$ cat config.mk
export PLATFORM = sky130hd
export DESIGN_NAME = htcm_div_stage
export DESIGN_NICKNAME = d
export VERILOG_FILES = /design/src/hw/rtl/htcm_pkg.sv /design/src/hw/rtl/htcm_div_stage.sv
export SDC_FILE = /design/constraint.sdc
export NUM_CORES = 1
export LEC_CHECK = 0
export BUFFER_PORTS_ARGS = -buffer_cell sky130_fd_sc_hd__buf_4
export CORE_MARGIN = 2
export CORE_UTILIZATION = 53
export CTS_CLUSTER_DIAMETER = 80
export DETAILED_ROUTE_END_ITERATION = 10
export PLACE_DENSITY = 0.88
export SLEW_MARGIN = 20
export SYNTH_ARGS = -nofsm -noshare
export SYNTH_HDL_FRONTEND = slang
export SYNTH_SLANG_ARGS = --single-unit
$ cat constraint.sdc
create_clock -name clk_i -period 0.91 [get_ports clk_i]
set_clock_uncertainty 0.1 [all_clocks]
set_input_delay 0.1365 -clock clk_i [delete_from_list [all_inputs] [get_ports clk_i]]
set_output_delay 0.1365 -clock clk_i [all_outputs]
set_load 0.005 [all_outputs]
$ cat src/hw/rtl/htcm_pkg.sv
`default_nettype none
package htcm_pkg;

  // Format defaults
  localparam int unsigned InputIntBits = 8;
  localparam int unsigned FracBits     = 16;
  localparam int unsigned CurveW       = 2;

  // Curve select codes
  localparam logic [CurveW-1:0] CurveAces     = 2'd0;
  localparam logic [CurveW-1:0] CurveFilmic   = 2'd1;
  localparam logic [CurveW-1:0] CurveReinhard = 2'd2;
  localparam logic [CurveW-1:0] CurvePass     = 2'd3;

  // Side-band that travels with each item through the divider
  typedef struct packed {
    logic valid;
    logic sat;
  } ctrl_t;

endpackage
`default_nettype wire

$ cat src/hw/rtl/htcm_div_stage.sv
`default_nettype none
// One restoring-division step: one quotient bit per stage.
module htcm_div_stage #(
  parameter int unsigned DW = 57,
  parameter int unsigned QW = 18,
  parameter bit          First = 1'b0
) (
  input  wire logic            clk_i,
  input  wire logic            rst_ni,
  input  wire htcm_pkg::ctrl_t ctrl_i,
  input  wire logic [DW-1:0]   rem_i,
  input  wire logic [DW-1:0]   den_i,
  input  wire logic [QW-1:0]   quo_i,
  output htcm_pkg::ctrl_t      ctrl_o,
  output logic [DW-1:0]        rem_o,
  output logic [DW-1:0]        den_o,
  output logic [QW-1:0]        quo_o
);

  logic [DW:0] part;
  logic        ge;
  logic [DW:0] diff;

  // shift in a zero (except on the integer step), trial subtract
  always_comb begin
    part = First ? {1'b0, rem_i} : {rem_i, 1'b0};
    ge   = (part >= {1'b0, den_i});
    diff = part - {1'b0, den_i};
  end

  always_ff @(posedge clk_i or negedge rst_ni) begin
    if (!rst_ni) begin
      ctrl_o <= '0;
    end else begin
      ctrl_o <= ctrl_i;
    end
  end

  always_ff @(posedge clk_i) begin
    rem_o <= ge ? diff[DW-1:0] : part[DW-1:0];
    den_o <= den_i;
    quo_o <= {quo_i[QW-2:0], ge};
  end

endmodule
`default_nettype wire

==> results of run 1 <==
==> logic make-up after synthesis <==
family / Yosys count / share of synthesized area, %
compound gates: 258 / 23.1
simple gates: 203 / 13.7
flops: 134 / 38.9
buf+inv: 109 / 6.75
fa+ha+maj: 58 / 10.6
xor+xnor: 52 / 6.57
mux: 3 / 0.488
==> stage by stage <==
stage                     area, um^2  worst slack (ns)  TNS (ns)  util [%]
after floorplan                 7180             -1.37    -77.49         -
after global placement         10600             -1.81   -100.17      83.8
after detailed placement       10600             -1.87   -102.31      83.8
==> run summary, run 1 <==
Post-synth EDFFs: 0
Buffers on Ports: 268
Distinct cells, synth: 60
Tool Error: [ERROR DPL-0038] Utilization greater than 100%, impossible to legalize
Halt Stage: 4_1_cts
Register area share after synthesis: 38.9%
Asr flop ratio synth: 1.49%
Num rows: 41
DP HPWL: 18.8 mm
Yosys warns: 0
Syn Nets: 1,011
Num CTS Buffers: 17
Main synth FF type: dfxtp_1
Largest area contributor in the netlist: dfxtp_1
Commonest cells post-synth: dfxtp_1 (132), nand2_1 (100), inv_1 (75), a21oi_1 (70), ha_1 (57)
Post-CTS Hold Fix Bufs: 132
Initial core utilization: 54.7%
Clock tree buffer depth: 2
Cts repair resizes: 244
CTS root buf: clkbuf_16
Syn_area_per_cell: 8.48 um^2
GPL Wtd Cong: 0.907
CTS sink count: 134
I/O pins: 270
H-Tree Depth: 4
Die Y: 118 um
Syn Std Cell Area: 6930 um^2
Post-CTS Setup Repair Bufs: 17
Status: aborted with a tool error
Top-count cell post-synth: dfxtp_1
Synth top area cells: dfxtp_1 (38%), ha_1 (10%), nand2_1 (5.4%)
Synthesized flop and latch total: 134
Synthesized instance count: 817
DP Cell Count: 1,414
Die W: 118 um
Top cell type's share of synthesized area: 38.1%
==> run 2, diff against run 1 <==
CORE_UTILIZATION = 40   (was 53)
CTS_CLUSTER_DIAMETER = default   (was 80)
PLACE_DENSITY = default   (was 0.88)
PLACE_DENSITY_LB_ADDON = 0.15   (was default)
==> run 2 against run 1 <==
  * Synthesized area did not move
  * The flow now finishes, with violations (negative hold slack, negative setup slack)
  * Synthesized cell count did not move
==> run summary, run 2 <==
Main synth FF type: dfxtp_1 (unchanged)
DP HPWL: 18.0 mm (was 18.8 mm)
Layout cells sized above 1: 59.0%
Clock tree buffer depth: 2 (unchanged)
Worst path max stage delay: 0.26 ns
Fin crit period: 2.37 ns
Largest net degree at the start of global routing: 23
Slowest CP cell: a221oi_2
Initial core utilization: 40.5% (was 54.7%)
Die Area: 18,400 um^2
Fmax: 422 MHz
Syn_area_per_cell: 8.48 um^2 (unchanged)
Routed vias/inst: 5.36
CTS root buf: clkbuf_16 (unchanged)
HP Start: rem_i[50]
Vias in the first global route: 9,047
Largest area contributor in the netlist: dfxtp_1 (unchanged)
Post-synth EDFFs: 0 (unchanged)
Unrepaired setup endpoints after global routing: true
Via count: 9,014
Drt initial violations: 608
Die W: 136 um (was 118 um)
Yosys warns: 0 (unchanged)
Leading cell types in the layout, fill and taps excluded: buf_4 (377), dlygate4sd3_1 (131), buf_6 (113)
Worst hold path cell count: 3
Die Y: 136 um (was 118 um)
Maximum VDD drop: 0.00144 V
Final Util: 86.3%
CTS tree: built
Syn Std Cell Area: 6930 um^2 (unchanged)
Synthesized flop and latch total: 134 (unchanged)
Final net count: 1,637
Final-report max-slew violation count: 0
CP arrival: 2.63 ns
GPL Wtd Cong: 0.872 (was 0.907)
Synth top area cells: dfxtp_1 (38%), ha_1 (10%), nand2_1 (5.4%) (unchanged)
Worst setup EP type: register
CP max FO: 5
CP Class: in2reg
Critical path cell sequence: buf_4 -> inv_2 -> ha_4 -> a21o_1 -> o21bai_1 -> a221oi_2 -> buf_4 -> a21oi_4 -> o21ai_4 -> a21oi_4 -> o21ai_4 -> buf_6 -> buf_4 -> clkbuf_16 -> nand2_1 -> o21ai_1
Clock transition at the registers of the reported paths: 0.07 ns
Top-count cell post-synth: dfxtp_1 (unchanged)
Syn Nets: 1,011 (unchanged)
Status: finished, violations left (was aborted with a tool error)
Initial antenna violation count: 0
I/O pins: 270 (unchanged)
Asr flop ratio synth: 1.49% (unchanged)
Final period util: 261%
Setup-failing EPs final: 192
Gr usage total: 31.2%
Min-delay worst type: in2reg
Crit path required time: 1.16 ns
Leakage: 6.93 nW
Top cell type's share of synthesized area: 38.1% (unchanged)
GRT overflow: 0
Hold slack: -0.0721 ns
# diodes: 0
DRT antenna net count: 0
Post-route worst setup slack: -1.46 ns
DR WL/cell: 19.9 um
Worst path most repeated cell: buf_4
Register area share after synthesis: 38.9% (unchanged)
Buffers on Ports: 268 (unchanged)
Worst setup SP type: primary input
Max-Cap Viols: 0
CTS sink count: 134 (unchanged)
Num rows: 48 (was 41)
DRC Markers: 0
Most common cell after layout, fill and taps aside: buf_4
Layout Area Growth over Synthesis: 113%
Failing checks: negative hold slack, negative setup slack
1st-pass router iterations: 5
Distinct cells, synth: 60 (unchanged)
Commonest cells post-synth: dfxtp_1 (132), nand2_1 (100), inv_1 (75), a21oi_1 (70), ha_1 (57) (unchanged)
Worst Tran Pin Value: 0.573 ns
Core area: 17,100 um^2
Num CTS Buffers: 17 (unchanged)
Final hold violations: 3
Hold Path Sink: rem_o[51]$_DFF_P_
Power per cell area: 1590 nW/um^2
Largest registers: den_o: 57 flops, rem_o: 57 flops, quo_o: 18 flops
H-Tree Depth: 4 (unchanged)
Post-Route WL: 33.5 mm
First-pass GRT wire length: 44.9 mm
Relative slew slack: 61.4%
Synthesized instance count: 817 (unchanged)
-- run 2: cell counts after synthesis --
Identical to the previous run, type by type.
-- run 2: worst max path at each step --
| stage | from | endpoint | slack [ns] | cells after the start |
|---|---|---|---|---|
| finish | den_i[11] | rem_o[20]$_DFF_P_ | -1.46 | 16 |
| global placement | den_i[24] | rem_o[51]$_DFF_P_ | -1.86 | 13 |
| detailed placement | rem_i[23] | rem_o[51]$_DFF_P_ | -1.89 | 12 |
| CTS | den_i[13] | rem_o[36]$_DFF_P_ | -1.25 | 16 |
| floorplan | den_i[13] | rem_o[29]$_DFF_P_ | -1.37 | 12 |
| global route | den_i[21] | rem_o[54]$_DFF_P_ | -1.57 | 14 |
-- run 2: power by group --
part           leakage [nW]  internal [mW]  switching (mW)  total [mW]
Combinational          5.51           5.18            4.16        9.35
Clock                 0.274           3.83            3.09        6.92
Sequential             1.14           6.78           0.384        7.16
Total                  6.93           15.8            7.64        23.4
-- run 2: kinds of logic after synthesis --
| logic type | Yosys count | share of synthesized area [%] |
|---|---|---|
| AO/OA/AOI/OAI | 258 | 23.1 |
| flip-flops | 134 | 38.9 |
| XOR/XNOR | 52 | 6.57 |
| adder cells (fa/ha/maj) | 58 | 10.6 |
| AND/OR/NAND/NOR | 203 | 13.7 |
| buffers and inverters | 109 | 6.75 |
| multiplexers | 3 | 0.488 |
-- run 2: layout make-up --
class | count | area (um^2)
fillers | 844 | 2340
inverters | 76 | 298
multi-input cells | 574 | 4970
clock buffers | 17 | 425
repair buffers | 640 | 5840
well taps | 225 | 282
clock inverters | 15 | 146
flip-flops and latches | 134 | 2820
-- run 2: routing by layer --
layer  global-route usage, %  wire length, um
met1                    35.0            12200
met2                    56.4            17100
met3                    7.44             2570
met4                    12.7             1650
met5                    1.67                0
-- run 2: timing repair --
action	in CTS	in global routing
gates cloned	9	4
gates resized for setup	215	248
hold endpoints to repair	134	5
endpoints found under the setup margin	192	192
pin swaps	59	44
hold buffers	130	1
buffers inserted	18	10
-- run 2: metrics by stage --
stage	total power, mW	setup WS [ns]	instance area, um^2	setup TNS, ns	cells
after floorplan	9.90	-1.37	7180	-77.49	817
after global placement	13.2	-1.86	10800	-98.63	1483
after detailed placement	13.3	-1.89	10800	-98.70	1483
after CTS	22.0	-1.25	13900	-96.03	1671
after global routing	24.2	-1.57	14800	-109.31	1681
final	23.4	-1.46	14800	-102.03	1681
-- run 2: worst max-delay path: cells and delay by family --
kind / cells / cell delay, ns
adder cells (fa/ha/maj): 1 / 0.22
buffers and inverters: 6 / 0.84
AND/OR/NAND/NOR: 1 / 0.07
AO/OA/AOI/OAI: 8 / 1.35
Power figures use the tool's default switching activity.
