$ cat config.mk
export PLATFORM = sky130hd
export DESIGN_NAME = htcm_prep
export DESIGN_NICKNAME = d
export VERILOG_FILES = /design/src/hw/rtl/htcm_pkg.sv /design/src/hw/rtl/htcm_prep.sv
export SDC_FILE = /design/constraint.sdc
export NUM_CORES = 2
export LEC_CHECK = 0
export ABC_AREA = 1
export CORE_MARGIN = 4
export CORE_UTILIZATION = 50
export CTS_BUF_LIST = sky130_fd_sc_hd__clkbuf_4
export CTS_CLUSTER_DIAMETER = 120
export DETAILED_ROUTE_END_ITERATION = 10
export DONT_BUFFER_PORTS = 1
export PLACE_DENSITY_LB_ADDON = 0.08
export SLEW_MARGIN = 30
export SYNTH_ARGS = -nofsm -noshare
export SYNTH_HDL_FRONTEND = slang
export SYNTH_SLANG_ARGS = --single-unit
$ cat constraint.sdc
create_clock -name clk_i -period 10.35 [get_ports clk_i]
set_clock_uncertainty 0.2 [all_clocks]
set_input_delay 1.5525 -clock clk_i [delete_from_list [all_inputs] [get_ports clk_i]]
set_output_delay 1.5525 -clock clk_i [all_outputs]
set_load 0.005 [all_outputs]
$ cat src/hw/rtl/htcm_pkg.sv
`default_nettype none
package htcm_pkg;

  // Format defaults
  localparam int unsigned InputIntBits = 8;
  localparam int unsigned FracBits     = 16;
  localparam int unsigned CurveW       = 2;

  // Curve select codes
  localparam logic [CurveW-1:0] CurveAces     = 2'd0;
  localparam logic [CurveW-1:0] CurveFilmic   = 2'd1;
  localparam logic [CurveW-1:0] CurveReinhard = 2'd2;
  localparam logic [CurveW-1:0] CurvePass     = 2'd3;

  // Side-band that travels with each item through the divider
  typedef struct packed {
    logic valid;
    logic sat;
  } ctrl_t;

endpackage
`default_nettype wire

$ cat src/hw/rtl/htcm_prep.sv
`default_nettype none
// Two stages: square the sample, then form numerator and denominator.
module htcm_prep #(
  parameter int unsigned InW = 24,
  parameter int unsigned Frac = 16,
  parameter int unsigned DW = 2 * InW + 9
) (
  input  wire logic                           clk_i,
  input  wire logic                           rst_ni,
  input  wire logic                           valid_i,
  input  wire logic [InW-1:0]                 x_i,
  input  wire logic [htcm_pkg::CurveW-1:0]    curve_i,
  output htcm_pkg::ctrl_t                     ctrl_o,
  output logic [DW-1:0]                       num_o,
  output logic [DW-1:0]                       den_o
);

  localparam int unsigned SqW = 2 * InW;
  localparam logic [DW-1:0] OutMax = DW'((64'd1 << (Frac + 1)) - 64'd1);

  logic                        va_q;
  logic [InW-1:0]              xa_q;
  logic [SqW-1:0]              sq_q;
  logic [htcm_pkg::CurveW-1:0] ca_q;

  // Stage A: square
  always_ff @(posedge clk_i or negedge rst_ni) begin
    if (!rst_ni) begin
      va_q <= 1'b0;
    end else begin
      va_q <= valid_i;
    end
  end

  always_ff @(posedge clk_i) begin
    xa_q <= x_i;
    ca_q <= curve_i;
    sq_q <= x_i * x_i;
  end

  // Stage B: rational terms, all exact
  logic [DW-1:0] x_w, sq_w, one_w;
  logic [DW-1:0] num_d, den_d;
  logic          sat_d;

  always_comb begin
    x_w   = DW'(xa_q);
    sq_w  = DW'(sq_q);
    one_w = DW'(1) << Frac;
    sat_d = 1'b0;
    case (ca_q)
      htcm_pkg::CurveAces: begin
        num_d = DW'(251) * sq_w + ((DW'(3) * x_w) << Frac);
        den_d = DW'(243) * sq_w + ((DW'(59) * x_w) << Frac) + (DW'(14) << (2 * Frac));
      end
      htcm_pkg::CurveFilmic: begin
        num_d = DW'(42) * sq_w + ((DW'(5) * x_w) << Frac);
        den_d = DW'(45) * sq_w + ((DW'(150) * x_w) << Frac) + (DW'(18) << (2 * Frac));
      end
      htcm_pkg::CurveReinhard: begin
        num_d = x_w;
        den_d = one_w + x_w;
      end
      default: begin
        // passthrough: x / 1 through the divider, saturate large values
        sat_d = (x_w > OutMax);
        num_d = sat_d ? '0 : x_w;
        den_d = one_w;
      end
    endcase
  end

  always_ff @(posedge clk_i or negedge rst_ni) begin
    if (!rst_ni) begin
      ctrl_o <= '0;
    end else begin
      ctrl_o.valid <= va_q;
      ctrl_o.sat   <= sat_d;
    end
  end

  always_ff @(posedge clk_i) begin
    num_o <= num_d;
    den_o <= den_d;
  end

endmodule
`default_nettype wire

Word-level counts from Yosys, hierarchy flattened --
Cells that the tools add are included.
Word-level totals: flip-flop bits (word level) 191, bits in latches 0, memory bits (writable) 0, ROM bits 0, input bits 29, output and inout port bits 116, word-level logic and storage cells 33, memories 0
Operators by class: add/sub/neg operators 7, multipliers 9, divide/modulo/power cells 0, $lt $le $gt $ge 1, eq/ne operators 2, shift operators 0, mux-type cells 4, bitwise logic cells 0, reductions and logical operators 2
Operators with widths (count):
- one-hot mux 57 bit (3 select lines) | 2
- multiplier 8 x 48 -> 56 bit (first input constant) | 2
- adder 56 x 42 -> 57 bit | 1
- adder 56 x 46 -> 57 bit | 1
- adder 57 x 36 -> 57 bit (second input constant) | 1
- adder 55 x 37 -> 56 bit (second input constant) | 1
- adder 54 x 43 -> 55 bit | 1
- adder 54 x 48 -> 55 bit | 1
- multiplier 6 x 48 -> 54 bit (first input constant) | 1
- multiplier 5 x 48 -> 53 bit (first input constant) | 1
- multiplier 24 x 24 -> 48 bit | 1
- multiplier 7 x 24 -> 31 bit (first input constant) | 1
- multiplier 6 x 24 -> 30 bit (first input constant) | 1
- multiplier 3 x 24 -> 27 bit (first input constant) | 1
- multiplier 2 x 24 -> 26 bit (first input constant) | 1
- adder 17 x 24 -> 25 bit (first input constant) | 1
- greater-than comparator 24 x 17 -> 1 bit (second input constant) | 1
- 2-to-1 mux 24 bit | 1
- OR reduction 3 bit | 1
- == test 2 x 1 -> 1 bit (second input constant) | 1
- == test 2 bit (second input constant) | 1
- zero test 2 bit | 1
- 2-to-1 mux 1 bit | 1

Logic depth before layout (Yosys ltp) --
word-level depth 4, depth in mapped cells 39, depth with buffers taken out 39

Worst setup path before layout --
Ideal clock, no wire load.
path type register to register, start point register xa_q[1], end point register den_o[56], setup time 0.120 ns, arrival 7.295 ns, required time 10.030 ns, setup slack 2.735 ns, stages on the path, launching flop included 36, path buffers 0, period minus slack after synthesis 7.615 ns, cells stage by stage dfxtp_1 -> inv_1 -> fa_1 -> fa_1 -> inv_1 -> fa_1 -> ha_1 -> a21oi_1 -> o21a_1 -> o31ai_2 -> nand2_1 -> nand2_1 -> a21oi_1 -> o21bai_2 -> a21oi_1 -> o21ai_1 -> nand2_1 -> nand2_1 -> fa_1 -> inv_1 -> ha_1 -> inv_1 -> fa_1 -> inv_1 -> fa_1 -> ha_1 -> ha_1 -> nand2_1 -> nor2_1 -> inv_1 -> nor4_1 -> o21ai_0 -> nand3_1 -> a21oi_1 -> o21ai_0 -> a21oi_1
On the way: cells in the longest elaborated chain, start to end 4
Ends and longest elaborated chain:
- start, declared | line htcm_prep.sv:22 | logic [InW-1:0] xa_q;
- start signal, assigned | line htcm_prep.sv:36 | xa_q <= x_i;
- multiplier 6 x 24 -> 30 bit | line htcm_prep.sv:54 | den_d = DW'(243) * sq_w + ((DW'(59) * x_w) << Frac) + (DW'(14) << (2 * Frac));
- adder 56 x 46 -> 57 bit | line htcm_prep.sv:54
- adder 57 x 36 -> 57 bit | line htcm_prep.sv:54
- one-hot mux 57 bit (3 select lines) | line htcm_prep.sv:51 | case (ca_q)
- net den_d[56] | line htcm_prep.sv:43 | logic [DW-1:0] num_d, den_d;
- end signal, assigned | line htcm_prep.sv:84 | den_o <= den_d;
- end, declared | line htcm_prep.sv:15 | output logic [DW-1:0] den_o
The timed path passes the listed nets, and every way through them passes these cells.

Worst setup path after layout --
Same ends and word-level chain as after synthesis.

==> metrics.md <==
| Metric | Value |
|---|---|
| Unrepaired setup endpoints after global routing | no |
| Maximum clock insertion buffer count | 2 |
| Primary FF master, synth | sky130_fd_sc_hd__dfxtp_1 |
| Largest delay share family, worst path | adder cells |
| Effective utilization at floorplan | 50.47% |
| Maximum number of pins on one net before global-route repair | 60 |
| Asr flop ratio synth | 1.587% |
| Kind of end point of the critical path | flip-flop |
| Highest achievable clock rate | 108.2 MHz |
| Post-DR wirelength/cell | 25.08 µm |
| Clock latency on the worst-skew pair | 970 ps |
| Total buffers and inverters traversed by the critical path | 6 |
| Core area | 126100 µm² |
| Startpoint class of the critical path | flip-flop |
| Synth unique cells | 61 |
| Share of synthesized area occupied by flip-flops and latches | 5.971% |
| Worst endpoint data arrival time | 9920 ps |
| Top cell type's share of synthesized area | 34.80% |
| Max-slew headroom at the worst pin | 30.85% |
| Ranking of synthesized cells by area | sky130_fd_sc_hd__fa_1 (35%), sky130_fd_sc_hd__ha_1 (18%), sky130_fd_sc_hd__inv_1 (13%) |
| Slew of the pin with the lowest slew margin | 1037 ps |
| Ratio of cells with drive above 1 in the final layout | 2.896% |
| Global placement routability congestion | 1.094 |
| Count of TritonRoute iterations in the first routing pass | 6 |
| Synth Instances | 8095 |
| Clock transition at path regs | 190 ps |
| Antenna violations before repair | 19 |
| Synth Register Bits | 189 |
| Post-detail-place hpwl | 219700 µm |
| Crit share post-route | 89.26% |
| Global-route usage over all layers | 37.19% |
| Antenna Nets Post-Route | 0 |
| Slowest cell on the critical path | sky130_fd_sc_hd__o21ai_0 |
| Average cell area after synthesis | 7.860 µm² |
| Total count of max-transition violations in the final report | 0 |
| Remaining DRCs | 0 |
| Number of vias per cell after detailed routing | 5.541 |
| Layout Area Growth over Synthesis | 3.561% |
| NumNets Final | 10100 |
| Fillers | 12550 |
| Mapped cell area | 63620 µm² |
| Maximum level of the CTS H-tree | 4 |
| Number of clock buffers inserted by TritonCTS | 17 |
| DR vias | 53940 |
| Number of failing setup endpoints in the final timing report | 0 |
| Number of top-level pins | 145 |
| Number of enable-type register cells in the synthesized netlist | 0 |
| Area occupied by multi-input gates | 50960 µm² |
| Storage element area | 3800 µm² |
| Detailed router's first-iteration violation count | 4826 |
| I/O Buffers | 0 |
| Number of global-route vias before repair | 55240 |
| Critical Path RT | 11030 ps |
| Number of cell rows | 130 |
| Global-route congestion overflow total | 0 |
| Critical path's largest stage delay | 630 ps |
| Top fanout value on the critical path | 8 |
| Clock tree from TritonCTS | built |
| # clock sinks | 189 |
| Die outline width | 364.7 µm |
| Minimum setup slack among reg-to-reg paths | 1110 ps |
| Setup Total Neg Slack | 0 ps |
| Period minus WS final | 9239 ps |
| Worst Hold Class | reg2reg |
| Root Buffer | sky130_fd_sc_hd__clkbuf_4 |
| Most area-hungry cell type in the Yosys netlist | sky130_fd_sc_hd__fa_1 |
| Area enclosed by the die boundary | 133000 µm² |
| Run status | completed |
| Final wirelength | 244100 µm |
| Global-route wire length before repair | 358200 µm |
| Max capacitance violation total | 0 |
| Yosys Warn Count | 0 |
| Die Span Y | 364.7 µm |
| Final Hold Vio Count | 0 |
| WS Path Type | reg2reg |
==> logic make-up (layout without fill, tap and decap cells) <==
group | Yosys count | count (layout) | synth area share, %
compound gates | 1132 | 1132 | 10.09
xor+xnor | 226 | 226 | 3.111
fa+ha+maj | 2001 | 2001 | 52.40
buf+inv | 2369 | 2349 | 13.98
flops | 189 | 189 | 5.970
other cells | 2 | 11 | 0.01180
simple gates | 2176 | 2176 | 14.43
==> Yosys cell counts (3+ instances only) <==
cell,count
sky130_fd_sc_hd__a31oi_1,83
sky130_fd_sc_hd__buf_2,4
sky130_fd_sc_hd__and2_1,7
sky130_fd_sc_hd__nor3_1,40
sky130_fd_sc_hd__a21o_1,65
sky130_fd_sc_hd__o211ai_1,18
sky130_fd_sc_hd__xnor2_1,93
sky130_fd_sc_hd__o31ai_1,5
sky130_fd_sc_hd__clkbuf_1,73
sky130_fd_sc_hd__o21ai_0,316
sky130_fd_sc_hd__dfrtp_1,3
sky130_fd_sc_hd__o21bai_1,30
sky130_fd_sc_hd__nand2_1,1312
sky130_fd_sc_hd__nor2_4,10
sky130_fd_sc_hd__o22ai_1,19
sky130_fd_sc_hd__nor4_1,16
sky130_fd_sc_hd__o21a_1,24
sky130_fd_sc_hd__a21oi_1,487
sky130_fd_sc_hd__a211oi_1,3
sky130_fd_sc_hd__or2_2,38
sky130_fd_sc_hd__nand3_2,9
sky130_fd_sc_hd__a221oi_1,6
sky130_fd_sc_hd__nand3_1,198
sky130_fd_sc_hd__o2111ai_1,15
sky130_fd_sc_hd__o221ai_1,14
sky130_fd_sc_hd__ha_1,895
sky130_fd_sc_hd__nand4_1,50
sky130_fd_sc_hd__inv_2,16
sky130_fd_sc_hd__and3_1,6
sky130_fd_sc_hd__xor2_1,133
sky130_fd_sc_hd__inv_1,2275
sky130_fd_sc_hd__fa_1,1106
sky130_fd_sc_hd__nor3_2,5
sky130_fd_sc_hd__nand2_2,49
sky130_fd_sc_hd__nor2_1,391
sky130_fd_sc_hd__a31o_2,3
sky130_fd_sc_hd__nor2_2,33
sky130_fd_sc_hd__o21ai_1,17
sky130_fd_sc_hd__dfxtp_1,186
sky130_fd_sc_hd__nand3b_1,7
sky130_fd_sc_hd__a21boi_0,8
==> layout make-up <==
cell class,instances,area share (%)
inverter,2291,13.05
antenna,5,0.01899
multi-input combinational,5541,77.34
timing repair buffer,26,0.3000
tap,1650,3.133
sequential,189,5.767
clock buffer,18,0.2051
clock inverter,14,0.1842
==> path summary, 6_finish.rpt <==
kind | startpoint | endpoint | depth (start not counted)
min in group asynchronous | rst_ni | ctrl_o[1] | 1
worst min register to register | va_q | ctrl_o[1] | 0
worst max-delay path | xa_q[1] | den_o[56] | 30
max in group asynchronous | rst_ni | va_q | 1
worst max register to register | xa_q[1] | den_o[56] | 30
worst min-delay path | va_q | ctrl_o[1] | 0
==> worst register-to-register path: cells and delay by family, from the launching register on <==
kind	cells	cell delay (ps)
xor gates and xnor gates	1	610
DFF	1	600
adders and majority gates	10	4210
and+or+nand+nor	5	1100
buffers and inverters	6	580
AOI/OAI and AO/OA	8	1900
==> repair_timing <==
action / in CTS / in global routing
buffers inserted: 0 / 0
hold endpoints to repair: 3 / 0
gates resized for setup: 0 / 0
hold buffers: 1 / 0
endpoints found under the setup margin: 0 / 0
==> metrics by stage <==
step                instance area (µm²)  setup slack (ps)  hold WS [ps]  utilization [%]  instances
finish                            65890              1111         181.2            52.27       9734
global placement                  65610              1131         132.6            52.05       9696
floorplan                         63640              2735         131.2                -       8099
global route                      65880             678.9         201.4            52.26       9731
detailed placement                65610              1085         146.2            52.05       9696
CTS                               65880              1086         182.7            52.26       9729
==> layout by cell type, fill, tap and decap left out, types with 8 or more instances in the layout <==
| cell | count |
|---|---|
| sky130_fd_sc_hd__o211ai_1 | 18 |
| sky130_fd_sc_hd__ha_1 | 895 |
| sky130_fd_sc_hd__nand2_2 | 49 |
| sky130_fd_sc_hd__xor2_1 | 133 |
| sky130_fd_sc_hd__inv_1 | 2275 |
| sky130_fd_sc_hd__o21bai_1 | 30 |
| sky130_fd_sc_hd__nor2_1 | 389 |
| sky130_fd_sc_hd__o22ai_1 | 19 |
| sky130_fd_sc_hd__nor3_1 | 40 |
| sky130_fd_sc_hd__dfxtp_1 | 185 |
| sky130_fd_sc_hd__nand2_1 | 1312 |
| sky130_fd_sc_hd__o221ai_1 | 14 |
| sky130_fd_sc_hd__o21a_1 | 24 |
| sky130_fd_sc_hd__a21o_1 | 65 |
| sky130_fd_sc_hd__o21ai_1 | 20 |
| sky130_fd_sc_hd__nand3_1 | 198 |
| sky130_fd_sc_hd__a21oi_1 | 487 |
| sky130_fd_sc_hd__o2111ai_1 | 15 |
| sky130_fd_sc_hd__fa_1 | 1106 |
| sky130_fd_sc_hd__xnor2_1 | 93 |
| sky130_fd_sc_hd__o21ai_0 | 313 |
| sky130_fd_sc_hd__a21boi_0 | 8 |
| sky130_fd_sc_hd__clkbuf_4 | 18 |
| sky130_fd_sc_hd__a31oi_1 | 83 |
| sky130_fd_sc_hd__inv_2 | 15 |
| sky130_fd_sc_hd__nand4_1 | 50 |
| sky130_fd_sc_hd__nor2_2 | 33 |
| sky130_fd_sc_hd__buf_4 | 25 |
| sky130_fd_sc_hd__nor2_4 | 12 |
| sky130_fd_sc_hd__nor4_1 | 16 |
| sky130_fd_sc_hd__or2_2 | 38 |
| sky130_fd_sc_hd__nand3_2 | 9 |
==> registers in the layout (all words and copies together) (netlist names) <==
register / cells
den_o: 57
num_o: 57
sq_q: 47
xa_q: 23
ca_q: 2
ctrl_o: 2
va_q: 1
==> metal layers <==
metal / routed length [µm] / vias to the layer above / global-route usage, %
met3: 20010 / 383 / 6.862
met1: 103600 / 26740 / 50.26
li1: - / 24660 / -
met4: 12210 / 4 / 15.97
met2: 108300 / 2150 / 58.70
met5: 30 / - / 0
Power is left out: the tool's default activity adds up to more than one toggle a clock period on the data nets, which glitch-free logic cannot reach.
